## config.mk

```make
export PLATFORM = sky130hd
export DESIGN_NAME = i2c_master_bit_bang_writer
export DESIGN_NICKNAME = d
export VERILOG_FILES = /design/src/hdl/i2cw_pkg.sv /design/src/hdl/i2c_master_bit_bang_writer.sv
export SDC_FILE = /design/constraint.sdc
export NUM_CORES = 1
export LEC_CHECK = 0
export BUFFER_PORTS_ARGS = -buffer_cell sky130_fd_sc_hd__clkbuf_2
export CAP_MARGIN = 20
export CORE_ASPECT_RATIO = 1.4
export CORE_MARGIN = 4
export CORE_UTILIZATION = 33
export CTS_CLUSTER_DIAMETER = 150
export DETAILED_ROUTE_END_ITERATION = 6
export SETUP_SLACK_MARGIN = 0.02
export SLEW_MARGIN = 20
export SYNTH_ARGS = -nofsm -noshare
export SYNTH_HDL_FRONTEND = slang
export SYNTH_SLANG_ARGS = --single-unit
```

## constraint.sdc

```tcl
create_clock -name i_clk -period 7.3 [get_ports i_clk]
set_clock_uncertainty 0.2 [all_clocks]
set_input_delay 1.095 -clock i_clk [delete_from_list [all_inputs] [get_ports i_clk]]
set_output_delay 1.095 -clock i_clk [all_outputs]
set_load 0.03 [all_outputs]
```

## src/hdl/i2cw_pkg.sv

```systemverilog
// Package with the phase codes, field widths and constants of the I2C bit-bang writer.
package i2cw_pkg;

    localparam int unsigned PHASE_W = 4;
    localparam int unsigned WAIT_W  = 17;
    localparam int unsigned DELAY_W = 16;

    localparam logic [PHASE_W-1:0] PH_IDLE      = 4'd0;
    localparam logic [PHASE_W-1:0] PH_START_SDA = 4'd1;
    localparam logic [PHASE_W-1:0] PH_START_SCL = 4'd2;
    localparam logic [PHASE_W-1:0] PH_BIT_HIGH  = 4'd3;
    localparam logic [PHASE_W-1:0] PH_BIT_LOW   = 4'd4;
    localparam logic [PHASE_W-1:0] PH_ACK_A     = 4'd5;
    localparam logic [PHASE_W-1:0] PH_ACK_B     = 4'd6;
    localparam logic [PHASE_W-1:0] PH_ACK_LOW   = 4'd7;
    localparam logic [PHASE_W-1:0] PH_STOP_SDA  = 4'd8;
    localparam logic [PHASE_W-1:0] PH_STOP_SCL  = 4'd9;
    localparam logic [PHASE_W-1:0] PH_STOP_REL  = 4'd10;

    localparam logic [1:0] CMD_NONE  = 2'd0;
    localparam logic [1:0] CMD_START = 2'd1;
    localparam logic [1:0] CMD_WRITE = 2'd2;
    localparam logic [1:0] CMD_STOP  = 2'd3;

    localparam logic [DELAY_W-1:0] DELAY_RESET = 16'd50;
    localparam logic [DELAY_W-1:0] DELAY_MIN   = 16'd2;
    localparam logic [3:0]         BITS_PER_BYTE = 4'd8;

endpackage

```

## src/hdl/i2c_master_bit_bang_writer.sv

```systemverilog
// Write-only I2C master that produces one SCL/SDA sample for every input tick.
//
// Usage: every transfer on the slave stream is one tick of the bit clock. tuser carries
// the command (none, start plus address, write byte, stop), tdata the address or byte
// and the sampled SDA level. Each tick yields exactly one transfer on the master stream
// with the driven SCL and SDA levels, the busy flag and the acknowledge result.
// Commands given while a sequence is running are dropped; a start sends the 7-bit
// address with the write bit, a write sends one byte, a stop ends the frame.
// The user must write the half-bit delay register through i_cfg_we/i_cfg_wdata only
// while idle; the block does not enforce this. Values below two behave as two.
// A tick accepted into the input register is evaluated once the result register is free
// or being taken, and its result is registered there. Throughput is one tick per clock
// cycle while the receiver does not stall; the only loop is the phase/counter update.
// Reset puts both lines in the released state, the phase in idle and the delay at 50.
// When the receiver stalls, the result register holds its transfer and the input
// register holds one more tick, then o_s_axis_tready drops until the stall clears.
module i2c_master_bit_bang_writer (
    input  logic        i_clk,
    input  logic        i_rst_n,
    input  logic        i_cfg_we,
    input  logic [15:0] i_cfg_wdata,
    input  logic        i_s_axis_tvalid,
    output logic        o_s_axis_tready,
    input  logic [15:0] i_s_axis_tdata,  // [7:0] data, [8] sda_in, [15:9] zero
    input  logic [1:0]  i_s_axis_tuser,  // [1:0] cmd
    output logic        o_m_axis_tvalid,
    input  logic        i_m_axis_tready,
    output logic [7:0]  o_m_axis_tdata   // [0] scl_out, [1] sda_out, [2] busy_res,
                                         // [3] ack_valid, [4] acked, [7:5] zero
);

    localparam int unsigned PW = i2cw_pkg::PHASE_W;
    localparam int unsigned WW = i2cw_pkg::WAIT_W;
    localparam int unsigned DW = i2cw_pkg::DELAY_W;

    // Configuration register.
    logic [DW-1:0] r_half_bit;

    // Input register holding one accepted tick.
    logic          r_in_valid;
    logic [1:0]    r_in_cmd;
    logic [7:0]    r_in_data;
    logic          r_in_sda;

    // Bus sequencer state.
    logic [PW-1:0] r_phase,     n_phase;
    logic [3:0]    r_bit_count, n_bit_count;
    logic [7:0]    r_shift,     n_shift;
    logic [WW-1:0] r_wait,      n_wait;
    logic          r_scl,       n_scl;
    logic          r_sda,       n_sda;

    // Result register.
    logic          r_out_valid;
    logic [4:0]    r_out_data,  n_out_data;

    logic          step;        // the held tick is evaluated this cycle
    logic [DW-1:0] delay;

    assign step            = r_in_valid && (!r_out_valid || i_m_axis_tready);
    assign o_s_axis_tready = !r_in_valid || step;
    assign o_m_axis_tvalid = r_out_valid;
    assign o_m_axis_tdata  = {3'b000, r_out_data};
    assign delay = (r_half_bit < i2cw_pkg::DELAY_MIN) ? i2cw_pkg::DELAY_MIN : r_half_bit;

    // One tick of the sequencer: optional command entry, line levels, then the
    // countdown and any phase change it triggers.
    always_comb begin
        logic busy;
        logic ack_valid;
        logic acked;
        logic scl_drv;
        logic sda_drv;
        n_phase     = r_phase;
        n_bit_count = r_bit_count;
        n_shift     = r_shift;
        n_wait      = r_wait;
        n_scl       = r_scl;
        n_sda       = r_sda;
        busy        = 1'b0;
        ack_valid   = 1'b0;
        acked       = 1'b0;

        if (r_phase == i2cw_pkg::PH_IDLE) begin
            case (r_in_cmd)
                i2cw_pkg::CMD_START: begin
                    n_phase = i2cw_pkg::PH_START_SDA;
                    n_sda   = 1'b0;
                    n_wait  = {1'b0, delay};
                    n_shift = {r_in_data[6:0], 1'b0};
                end
                i2cw_pkg::CMD_WRITE: begin
                    n_bit_count = 4'd0;
                    n_phase     = i2cw_pkg::PH_BIT_HIGH;
                    n_scl       = 1'b1;
                    n_sda       = r_in_data[7];
                    n_shift     = {r_in_data[6:0], 1'b0};
                    n_wait      = {1'b0, delay};
                end
                i2cw_pkg::CMD_STOP: begin
                    n_phase = i2cw_pkg::PH_STOP_SDA;
                    n_sda   = 1'b0;
                    n_wait  = {1'b0, delay};
                end
                default: begin
                end
            endcase
        end

        scl_drv = n_scl;
        sda_drv = n_sda;

        if (n_phase != i2cw_pkg::PH_IDLE) begin
            busy = 1'b1;
            if (n_wait != '0) begin
                n_wait = n_wait - WW'(1);
            end
            if (n_wait == '0) begin
                case (n_phase)
                    i2cw_pkg::PH_START_SDA: begin
                        n_phase = i2cw_pkg::PH_START_SCL;
                        n_scl   = 1'b0;
                        n_wait  = {1'b0, delay};
                    end
                    i2cw_pkg::PH_START_SCL: begin
                        // Address byte is already in the shift register.
                        n_bit_count = 4'd0;
                        n_phase     = i2cw_pkg::PH_BIT_HIGH;
                        n_scl       = 1'b1;
                        n_sda       = n_shift[7];
                        n_shift     = {n_shift[6:0], 1'b0};
                        n_wait      = {1'b0, delay};
                    end
                    i2cw_pkg::PH_BIT_HIGH: begin
                        n_phase = i2cw_pkg::PH_BIT_LOW;
                        n_scl   = 1'b0;
                        n_wait  = {1'b0, delay};
                    end
                    i2cw_pkg::PH_BIT_LOW: begin
                        n_bit_count = n_bit_count + 4'd1;
                        if (n_bit_count >= i2cw_pkg::BITS_PER_BYTE) begin
                            n_phase = i2cw_pkg::PH_ACK_A;
                            n_scl   = 1'b1;
                            n_sda   = 1'b1;
                            n_wait  = {2'b00, delay[DW-1:1]};
                        end else begin
                            n_phase = i2cw_pkg::PH_BIT_HIGH;
                            n_scl   = 1'b1;
                            n_sda   = n_shift[7];
                            n_shift = {n_shift[6:0], 1'b0};
                            n_wait  = {1'b0, delay};
                        end
                    end
                    i2cw_pkg::PH_ACK_A: begin
                        // Midpoint of the ninth clock: sample the acknowledge.
                        ack_valid = 1'b1;
                        acked     = !r_in_sda;
                        n_phase   = i2cw_pkg::PH_ACK_B;
                        n_scl     = 1'b1;
                        n_sda     = 1'b1;
                        n_wait    = {1'b0, delay - {1'b0, delay[DW-1:1]}};
                    end
                    i2cw_pkg::PH_ACK_B: begin
                        n_phase = i2cw_pkg::PH_ACK_LOW;
                        n_scl   = 1'b0;
                        n_sda   = 1'b1;
                        n_wait  = {1'b0, delay};
                    end
                    i2cw_pkg::PH_STOP_SDA: begin
                        n_phase = i2cw_pkg::PH_STOP_SCL;
                        n_scl   = 1'b1;
                        n_sda   = 1'b0;
                        n_wait  = {1'b0, delay};
                    end
                    i2cw_pkg::PH_STOP_SCL: begin
                        n_phase = i2cw_pkg::PH_STOP_REL;
                        n_scl   = 1'b1;
                        n_sda   = 1'b1;
                        n_wait  = {delay, 1'b0};
                    end
                    i2cw_pkg::PH_ACK_LOW, i2cw_pkg::PH_STOP_REL: begin
                        n_phase = i2cw_pkg::PH_IDLE;
                    end
                    default: begin
                        n_phase = i2cw_pkg::PH_IDLE;
                        n_wait  = '0;
                    end
                endcase
            end
        end

        n_out_data = {acked, ack_valid, busy, sda_drv, scl_drv};
    end

    always_ff @(posedge i_clk) begin
        if (!i_rst_n) begin
            r_half_bit  <= i2cw_pkg::DELAY_RESET;
            r_in_valid  <= 1'b0;
            r_out_valid <= 1'b0;
            r_phase     <= i2cw_pkg::PH_IDLE;
            r_bit_count <= 4'd0;
            r_shift     <= 8'd0;
            r_wait      <= '0;
            r_scl       <= 1'b1;
            r_sda       <= 1'b1;
        end else begin
            if (i_cfg_we) begin
                r_half_bit <= i_cfg_wdata;
            end
            if (o_s_axis_tready) begin
                r_in_valid <= i_s_axis_tvalid;
            end
            if (step) begin
                r_out_valid <= 1'b1;
                r_phase     <= n_phase;
                r_bit_count <= n_bit_count;
                r_shift     <= n_shift;
                r_wait      <= n_wait;
                r_scl       <= n_scl;
                r_sda       <= n_sda;
            end else if (i_m_axis_tready) begin
                r_out_valid <= 1'b0;
            end
        end
    end

    // Payload registers.
    always_ff @(posedge i_clk) begin
        if (o_s_axis_tready && i_s_axis_tvalid) begin
            r_in_cmd  <= i_s_axis_tuser;
            r_in_data <= i_s_axis_tdata[7:0];
            r_in_sda  <= i_s_axis_tdata[8];
        end
        if (step) begin
            r_out_data <= n_out_data;
        end
    end

    // An idle sequencer never has a countdown in flight.
    a_idle_no_wait: assert property (@(posedge i_clk) disable iff (!i_rst_n)
        (r_phase == i2cw_pkg::PH_IDLE) |-> (r_wait == '0))
        else $error("countdown left running in idle");

    // The bit counter never passes the byte length.
    a_bit_count_range: assert property (@(posedge i_clk) disable iff (!i_rst_n)
        r_bit_count <= i2cw_pkg::BITS_PER_BYTE)
        else $error("bit counter out of range");

    // An acknowledge result is only reported while busy with SDA released.
    a_ack_released: assert property (@(posedge i_clk) disable iff (!i_rst_n)
        (r_out_valid && r_out_data[3]) |-> (r_out_data[2] && r_out_data[1] && r_out_data[0]))
        else $error("acknowledge reported outside a released ninth clock");

    // The acked flag never appears without a valid acknowledge.
    a_acked_qualified: assert property (@(posedge i_clk) disable iff (!i_rst_n)
        (r_out_valid && r_out_data[4]) |-> r_out_data[3])
        else $error("acked set without ack_valid");

    // A stalled result transfer keeps its payload.
    a_out_hold: assert property (@(posedge i_clk) disable iff (!i_rst_n)
        (r_out_valid && !i_m_axis_tready) |=> (r_out_valid && $stable(r_out_data)))
        else $error("stalled result changed");

endmodule

```

=== Yosys cells after proc, flatten, opt, wreduce, memory -nomap -nowiden ===
Index checks and enable logic that the tools add are counted.
W data, S select, Z words.

* Muxes and demuxes: 41
* Eq/ne operators: 13
* $add $sub $neg: 3
* Reduce and logical (&&, ||, !) cells: 22
* Magnitude comparators: 2

{| class="wikitable"
|+ Operator list
! kind !! count
|-
| $mux W17 || 6
|-
| $pmux W17 S5 || 1
|-
| $mux W8 || 5
|-
| $mux W16 || 2
|-
| $pmux W4 S8 || 1
|-
| $mux W4 || 7
|-
| $logic_not A17 Y1 || 1
|-
| $reduce_bool A17 Y1 || 1
|-
| $sub A17 B1 Y17 const B || 1
|-
| $eq A4 B3 Y1 const B || 4
|-
| $lt A16 B2 Y1 const B || 1
|-
| $pmux W8 S2 || 1
|-
| $sub A16 B15 Y16 || 1
|-
| $eq A4 B4 Y1 const B || 3
|-
| $mux W1 || 12
|-
| $pmux W4 S3 || 1
|-
| $reduce_or A5 Y1 || 2
|-
| $reduce_or A3 Y1 || 3
|-
| $eq A4 B2 Y1 const B || 2
|-
| $pmux W4 S2 || 1
|-
| $reduce_or A2 Y1 || 3
|-
| $add A4 B1 Y4 const B || 1
|-
| $eq A2 B2 Y1 const B || 2
|-
| $eq A4 B1 Y1 const B || 1
|-
| 13 further kinds || 18
|}

* Flip-flop bits (word level): 69
* Output and inout port bits: 10
* Word-level logic and storage cells: 96

=== Logic depth before layout (Yosys ltp) ===
* Word-level depth: 10
* Depth in mapped cells: 20

=== Least setup slack after synthesis ===
OpenSTA, ideal clock, no wires.

* Path kind: register -> register
* Start: reg r_phase[1]
* End: reg r_phase[0]
* Data required time: 6983 ps
* Arrival time: 4445 ps
* Library setup time: 117 ps
* Cell stages (with the launch flop): 18
* Slack: 2538 ps
* Cells stage by stage: dfxtp_1 > clkbuf_1 > or4_1 > buf_2 > nor2_1 > buf_2 > buf_2 > mux2i_1 > ha_1 > inv_1 > or3_1 > a2111oi_0 > o22a_1 > o211ai_1 > nor4_1 > nand4_2 > or3b_1 > a32o_1

* Cells in the longest elaborated chain, start to end: 8
* Elaborated cells between the ends (all ways): 21
* Those cells by class: add/sub (1); eq/ne (8); mux (8); reduce/logical (4)

{| class="wikitable"
|+ Ends and longest elaborated chain
! item !! line !! text
|-
| from (decl) || i2c_master_bit_bang_writer.sv:46 || <nowiki>logic [PW-1:0] r_phase, n_phase;</nowiki>
|-
| from (signal assigned) || i2c_master_bit_bang_writer.sv:200 || <nowiki>r_phase <= i2cw_pkg::PH_IDLE;</nowiki>
|-
| from (signal assigned) || i2c_master_bit_bang_writer.sv:215 || <nowiki>r_phase <= n_phase;</nowiki>
|-
| $logic_not A4 Y1 || i2c_master_bit_bang_writer.sv:84 || <nowiki>if (r_phase == i2cw_pkg::PH_IDLE) begin</nowiki>
|-
| $mux W17 || i2c_master_bit_bang_writer.sv:84 ||
|-
| $sub A17 B1 Y17 / $reduce_bool A17 Y1 (equally long branches) || i2c_master_bit_bang_writer.sv:116, i2c_master_bit_bang_writer.sv:115 ||
|-
| $mux W17 || i2c_master_bit_bang_writer.sv:115 || <nowiki>if (n_wait != '0) begin</nowiki>
|-
| $mux W17 || i2c_master_bit_bang_writer.sv:113 || <nowiki>if (n_phase != i2cw_pkg::PH_IDLE) begin</nowiki>
|-
| $logic_not A17 Y1 || i2c_master_bit_bang_writer.sv:118 || <nowiki>if (n_wait == '0) begin</nowiki>
|-
| $mux W4 || i2c_master_bit_bang_writer.sv:118 ||
|-
| $mux W4 (*) || i2c_master_bit_bang_writer.sv:113 ||
|}

Mark *: on every way between the ends. The rest lies on a longest branch, timed or not. The select of a mux whose other input is x is not followed.
A chain may end at the register's enable or synchronous reset.

=== Worst setup path in the final report ===
* Start: reg r_half_bit[14]
* End: reg r_phase[1]

* Cells in the longest elaborated chain, start to end: 10
* Elaborated cells between the ends (all ways): 11
* Those cells by class: add/sub (1); order compare (1); mux (7); reduce/logical (2)

{| class="wikitable"
|+ Ends and longest elaborated chain
! item !! line !! text
|-
| from (decl) || i2c_master_bit_bang_writer.sv:37 || <nowiki>logic [DW-1:0] r_half_bit;</nowiki>
|-
| from (signal assigned) || i2c_master_bit_bang_writer.sv:197 || <nowiki>r_half_bit <= i2cw_pkg::DELAY_RESET;</nowiki>
|-
| from (signal assigned) || i2c_master_bit_bang_writer.sv:208 || <nowiki>r_half_bit <= i_cfg_wdata;</nowiki>
|-
| $lt A16 B2 Y1 || i2c_master_bit_bang_writer.sv:64 || <nowiki>assign delay = (r_half_bit < i2cw_pkg::DELAY_MIN) ? i2cw_pkg::DELAY_MIN : r_half_bit;</nowiki>
|-
| $mux W16 (*) || i2c_master_bit_bang_writer.sv:64 ||
|-
| $mux W17 (*) || i2c_master_bit_bang_writer.sv:85 || <nowiki>case (r_in_cmd)</nowiki>
|-
| $mux W17 (*) || i2c_master_bit_bang_writer.sv:84 ||
|-
| $sub A17 B1 Y17 / $reduce_bool A17 Y1 (equally long branches) || i2c_master_bit_bang_writer.sv:116, i2c_master_bit_bang_writer.sv:115 ||
|-
| $mux W17 (*) || i2c_master_bit_bang_writer.sv:115 ||
|-
| $mux W17 (*) || i2c_master_bit_bang_writer.sv:113 ||
|-
| $logic_not A17 Y1 (*) || i2c_master_bit_bang_writer.sv:118 ||
|-
| $mux W4 (*) || i2c_master_bit_bang_writer.sv:118 ||
|-
| $mux W4 (*) || i2c_master_bit_bang_writer.sv:113 ||
|}

Marked as above.

==> results.py <==
metrics = {
    "run_status": {
        "run_status": "finished, final reports clean",
    },
    "critical_path": {
        "worst_setup_path_end_kind": "flip-flop",
        "worst_ep_required_time_ps": 7340,
        "cp.arrival_ps": 5860,
        "worstSetupStartpointType": "flip-flop",
        "path_max_fanout": 15,
        "critical_path_class": "flip-flop to flip-flop",
        "reg2reg_depth": 16,
    },
    "sta": {
        "final_min_period_over_clock_period_pct": 79.7,
        "timing.final.crit_period_ps": 5820,
        "maxSlewViolCount": 0,
        "hold_viol_final": 0,
        "setup_viol_count_final": 0,
        "rsz0062_at_grt": "false",
        "maxSlewHeadroom_pct": 33.3,
        "tightest_slew_ps": 1000,
        "timing.fmax_mhz": 172,
        "setup-tns-final_ps": 0,
    },
    "worst_hold_path": {
        "min_path_type": "flip-flop to flip-flop",
        "hold_depth": 2,
    },
    "layout": {
        "final_cell_mix": "nand2_1 (56), dfxtp_1 (53), nor2_1 (52)",
        "drive_above_1_share_pct": 12.3,
        "multiInputGateArea_um2": 3870,
        "regArea_um2": 1540,
        "n_fill_cell": 1901,
        "finish.net_count": 791,
        "antenna-diode-count": 0,
        "final_common_cell": "nand2_1",
        "area_growth_syn_to_layout_pct": 11.1,
    },
    "floorplanning": {
        "floorplan.die.width_um": 120,
        "die_h_um": 165,
        "core_area_um2": 17300,
        "initial_cell_density_of_the_core_pct": 33.5,
        "pin_count": 49,
        "num_rows": 57,
        "die-area_um2": 19700,
    },
    "logic_synthesis": {
        "synth_top_area_share_pct": 18.4,
        "fraction_of_synthesis_flops_using_an_asynchronous_set_or_reset_pin_pct": 0,
        "syn-mean-instance-area_um2": 7.87,
        "synth.cell_area_um2": 5770,
        "post_synth_main_area_contributors": "dfxtp_1 (18%), edfxtp_1 (8.3%), mux2i_1 (5.9%)",
        "yosys_warnings": 0,
        "yosys_register_bits": 69,
        "postSynth.topFlopCell": "dfxtp_1",
        "synth_edf_count": 16,
        "post-synth-top-area-cell": "dfxtp_1",
        "netlist_instances": 734,
        "ys_seq_area_share_pct": 26.7,
        "synth.lib_cells_used.distinct": 80,
    },
    "routing": {
        "vias_per_cell": 5.93,
        "total_via_count_after_detailed_routing": 5773,
        "drtPass1Iterations": 7,
        "final_antenna_violating_net_count": 0,
        "routed_wl_um": 18500,
        "detail_route.iter0.violations": 477,
        "avgRoutedWirePerCell_um": 19.0,
        "drc_violations_left": 0,
    },
    "cts": {
        "worst_skew_late_latency_ps": 350,
        "cts-root-buf": "clkbuf_16",
        "post_cts_resized": 0,
        "tritoncts": "done",
        "htreeDepth": 3,
        "worst_setup_hold_path_clk_slew_ps": 60,
        "ctsHoldBuffers": 0,
        "clock_tree.buffer_depth": 2,
        "tritoncts_num_sinks": 69,
        "postCtsSetupRepairBufs": 0,
        "tritoncts.num_buffers": 9,
    },
    "grt": {
        "globalRouteOverflowTotal": 0,
        "grt_max_degree": 48,
        "number_of_antenna_violations_at_the_first_check_in_global_routing": 0,
        "grt_first_pass_wirelength_um": 29900,
        "grt_use_total_pct": 19.2,
        "first_global_vias": 5659,
    },
    "place": {
        "io_buffer_count": 38,
        "dp.final_hpwl_um": 13300,
        "globalplace.congestion": 0.932,
    },
    "pwr": {
        "power.ir.vdd_worst_uv": 123,
        "power.static_leakage_nw": 2.43,
        "post-layout-total-power_mw": 1.32,
        "total_power_density_per_cell_area_nw_per_um2": 206,
    },
    "job": {
        "drv.max_cap_violation_count": 0,
    },
}
report_power, final:
part	leakage, nW	switching [mW]	internal (mW)
Combinational	1.69	0.246	0.145
Clock	0.154	0.187	0.301
Sequential	0.587	0.0310	0.414
Total	2.43	0.464	0.860
cell families after synthesis:
kind of cell	synth area share (%)
AO/OA/AOI/OAI	26.8
XOR/XNOR	3.03
adder cells (fa/ha/maj)	4.46
buffers and inverters	6.41
flip-flops	26.7
multiplexers	6.87
other	0.0649
AND/OR/NAND/NOR	25.6
critical path, cell delays in order, from the launching register on:
cell,delay [ps]
dfxtp_1,390
inv_1,130
ha_1,190
or4b_2,610
o41ai_1,270
buf_4,190
nor2_1,50
a21oi_1,270
ha_1,530
nand4_1,160
mux2i_1,530
o211ai_1,280
mux2_2,400
nor4_1,340
nand4_2,410
or3_1,480
a32o_1,250
synth_stat cells (7+ instances only):
cell      number
dfxtp_1       53
inv_1         25
nand2_1       56
edfxtp_1      16
o221ai_1       9
mux2i_1       34
a21oi_1       31
a21o_1         9
nor3_1        26
ha_1          19
nand2b_1       8
xnor2_1       13
a222oi_1       9
nor2b_1       20
nand4_1       17
xor2_1         7
o211ai_1      13
clkbuf_1      52
nor4_1        13
buf_2          8
and3_1         7
or3_1          9
nor2_1        53
nand3_1       34
o31ai_1       12
a31oi_1       16
o21ai_0       42
layout make-up:
| type | count | share of cell area [%] |
|---|---|---|
| clock buffers | 9 | 3.51 |
| clock inverters | 7 | 1.52 |
| inverters | 25 | 1.46 |
| multi-input cells | 576 | 60.4 |
| flip-flops and latches | 69 | 24.0 |
| well taps | 236 | 4.60 |
| repair buffers | 51 | 4.49 |
registers in the layout, indices dropped and copies added (netlist names):
register	cells
r_wait	17
r_half_bit	16
r_in_data	8
r_shift	8
r_out_data	5
r_bit_count	4
r_phase	4
r_in_cmd	2
o_m_axis_tvalid	1
r_in_sda	1
r_in_valid	1
r_scl	1
r_sda	1
metrics by stage:
| step | area [um^2] | worst slack [ps] | instances | hold WS (ps) | utilization (%) |
|---|---|---|---|---|---|
| floorplan | 5780 | 2540 | 736 | 212 | - |
| global placement | 6090 | 1520 | 957 | 224 | 35.3 |
| detailed placement | 6090 | 1570 | 957 | 233 | 35.3 |
| CTS | 6410 | 1550 | 973 | 245 | 37.1 |
| global route | 6410 | 1050 | 973 | 281 | 37.2 |
| finish | 6410 | 1480 | 973 | 243 | 37.2 |
layer usage:
| metal | up-vias | GRT usage [%] | routed length (um) |
|---|---|---|---|
| met1 | 2713 | 21.4 | 7240 |
| met5 | - | 0 | 0 |
| met3 | 66 | 3.70 | 1120 |
| met4 | 0 | 10.5 | 845 |
| met2 | 215 | 34.2 | 9290 |
| li1 | 2779 | - | - |
final timing paths:
kind / start / endpoint / slack (ps)
min: r_shift[0]$_SDFFE_PN0P_ / r_shift[0]$_SDFFE_PN0P_ / 240
max reg2reg: r_half_bit[14]$_SDFFE_PN0P_ / r_phase[1]$_SDFFE_PN0P_ / 1480
min reg2reg: r_shift[0]$_SDFFE_PN0P_ / r_shift[0]$_SDFFE_PN0P_ / 240
max: r_half_bit[14]$_SDFFE_PN0P_ / r_phase[1]$_SDFFE_PN0P_ / 1480
(Power assumes the default switching activity.)
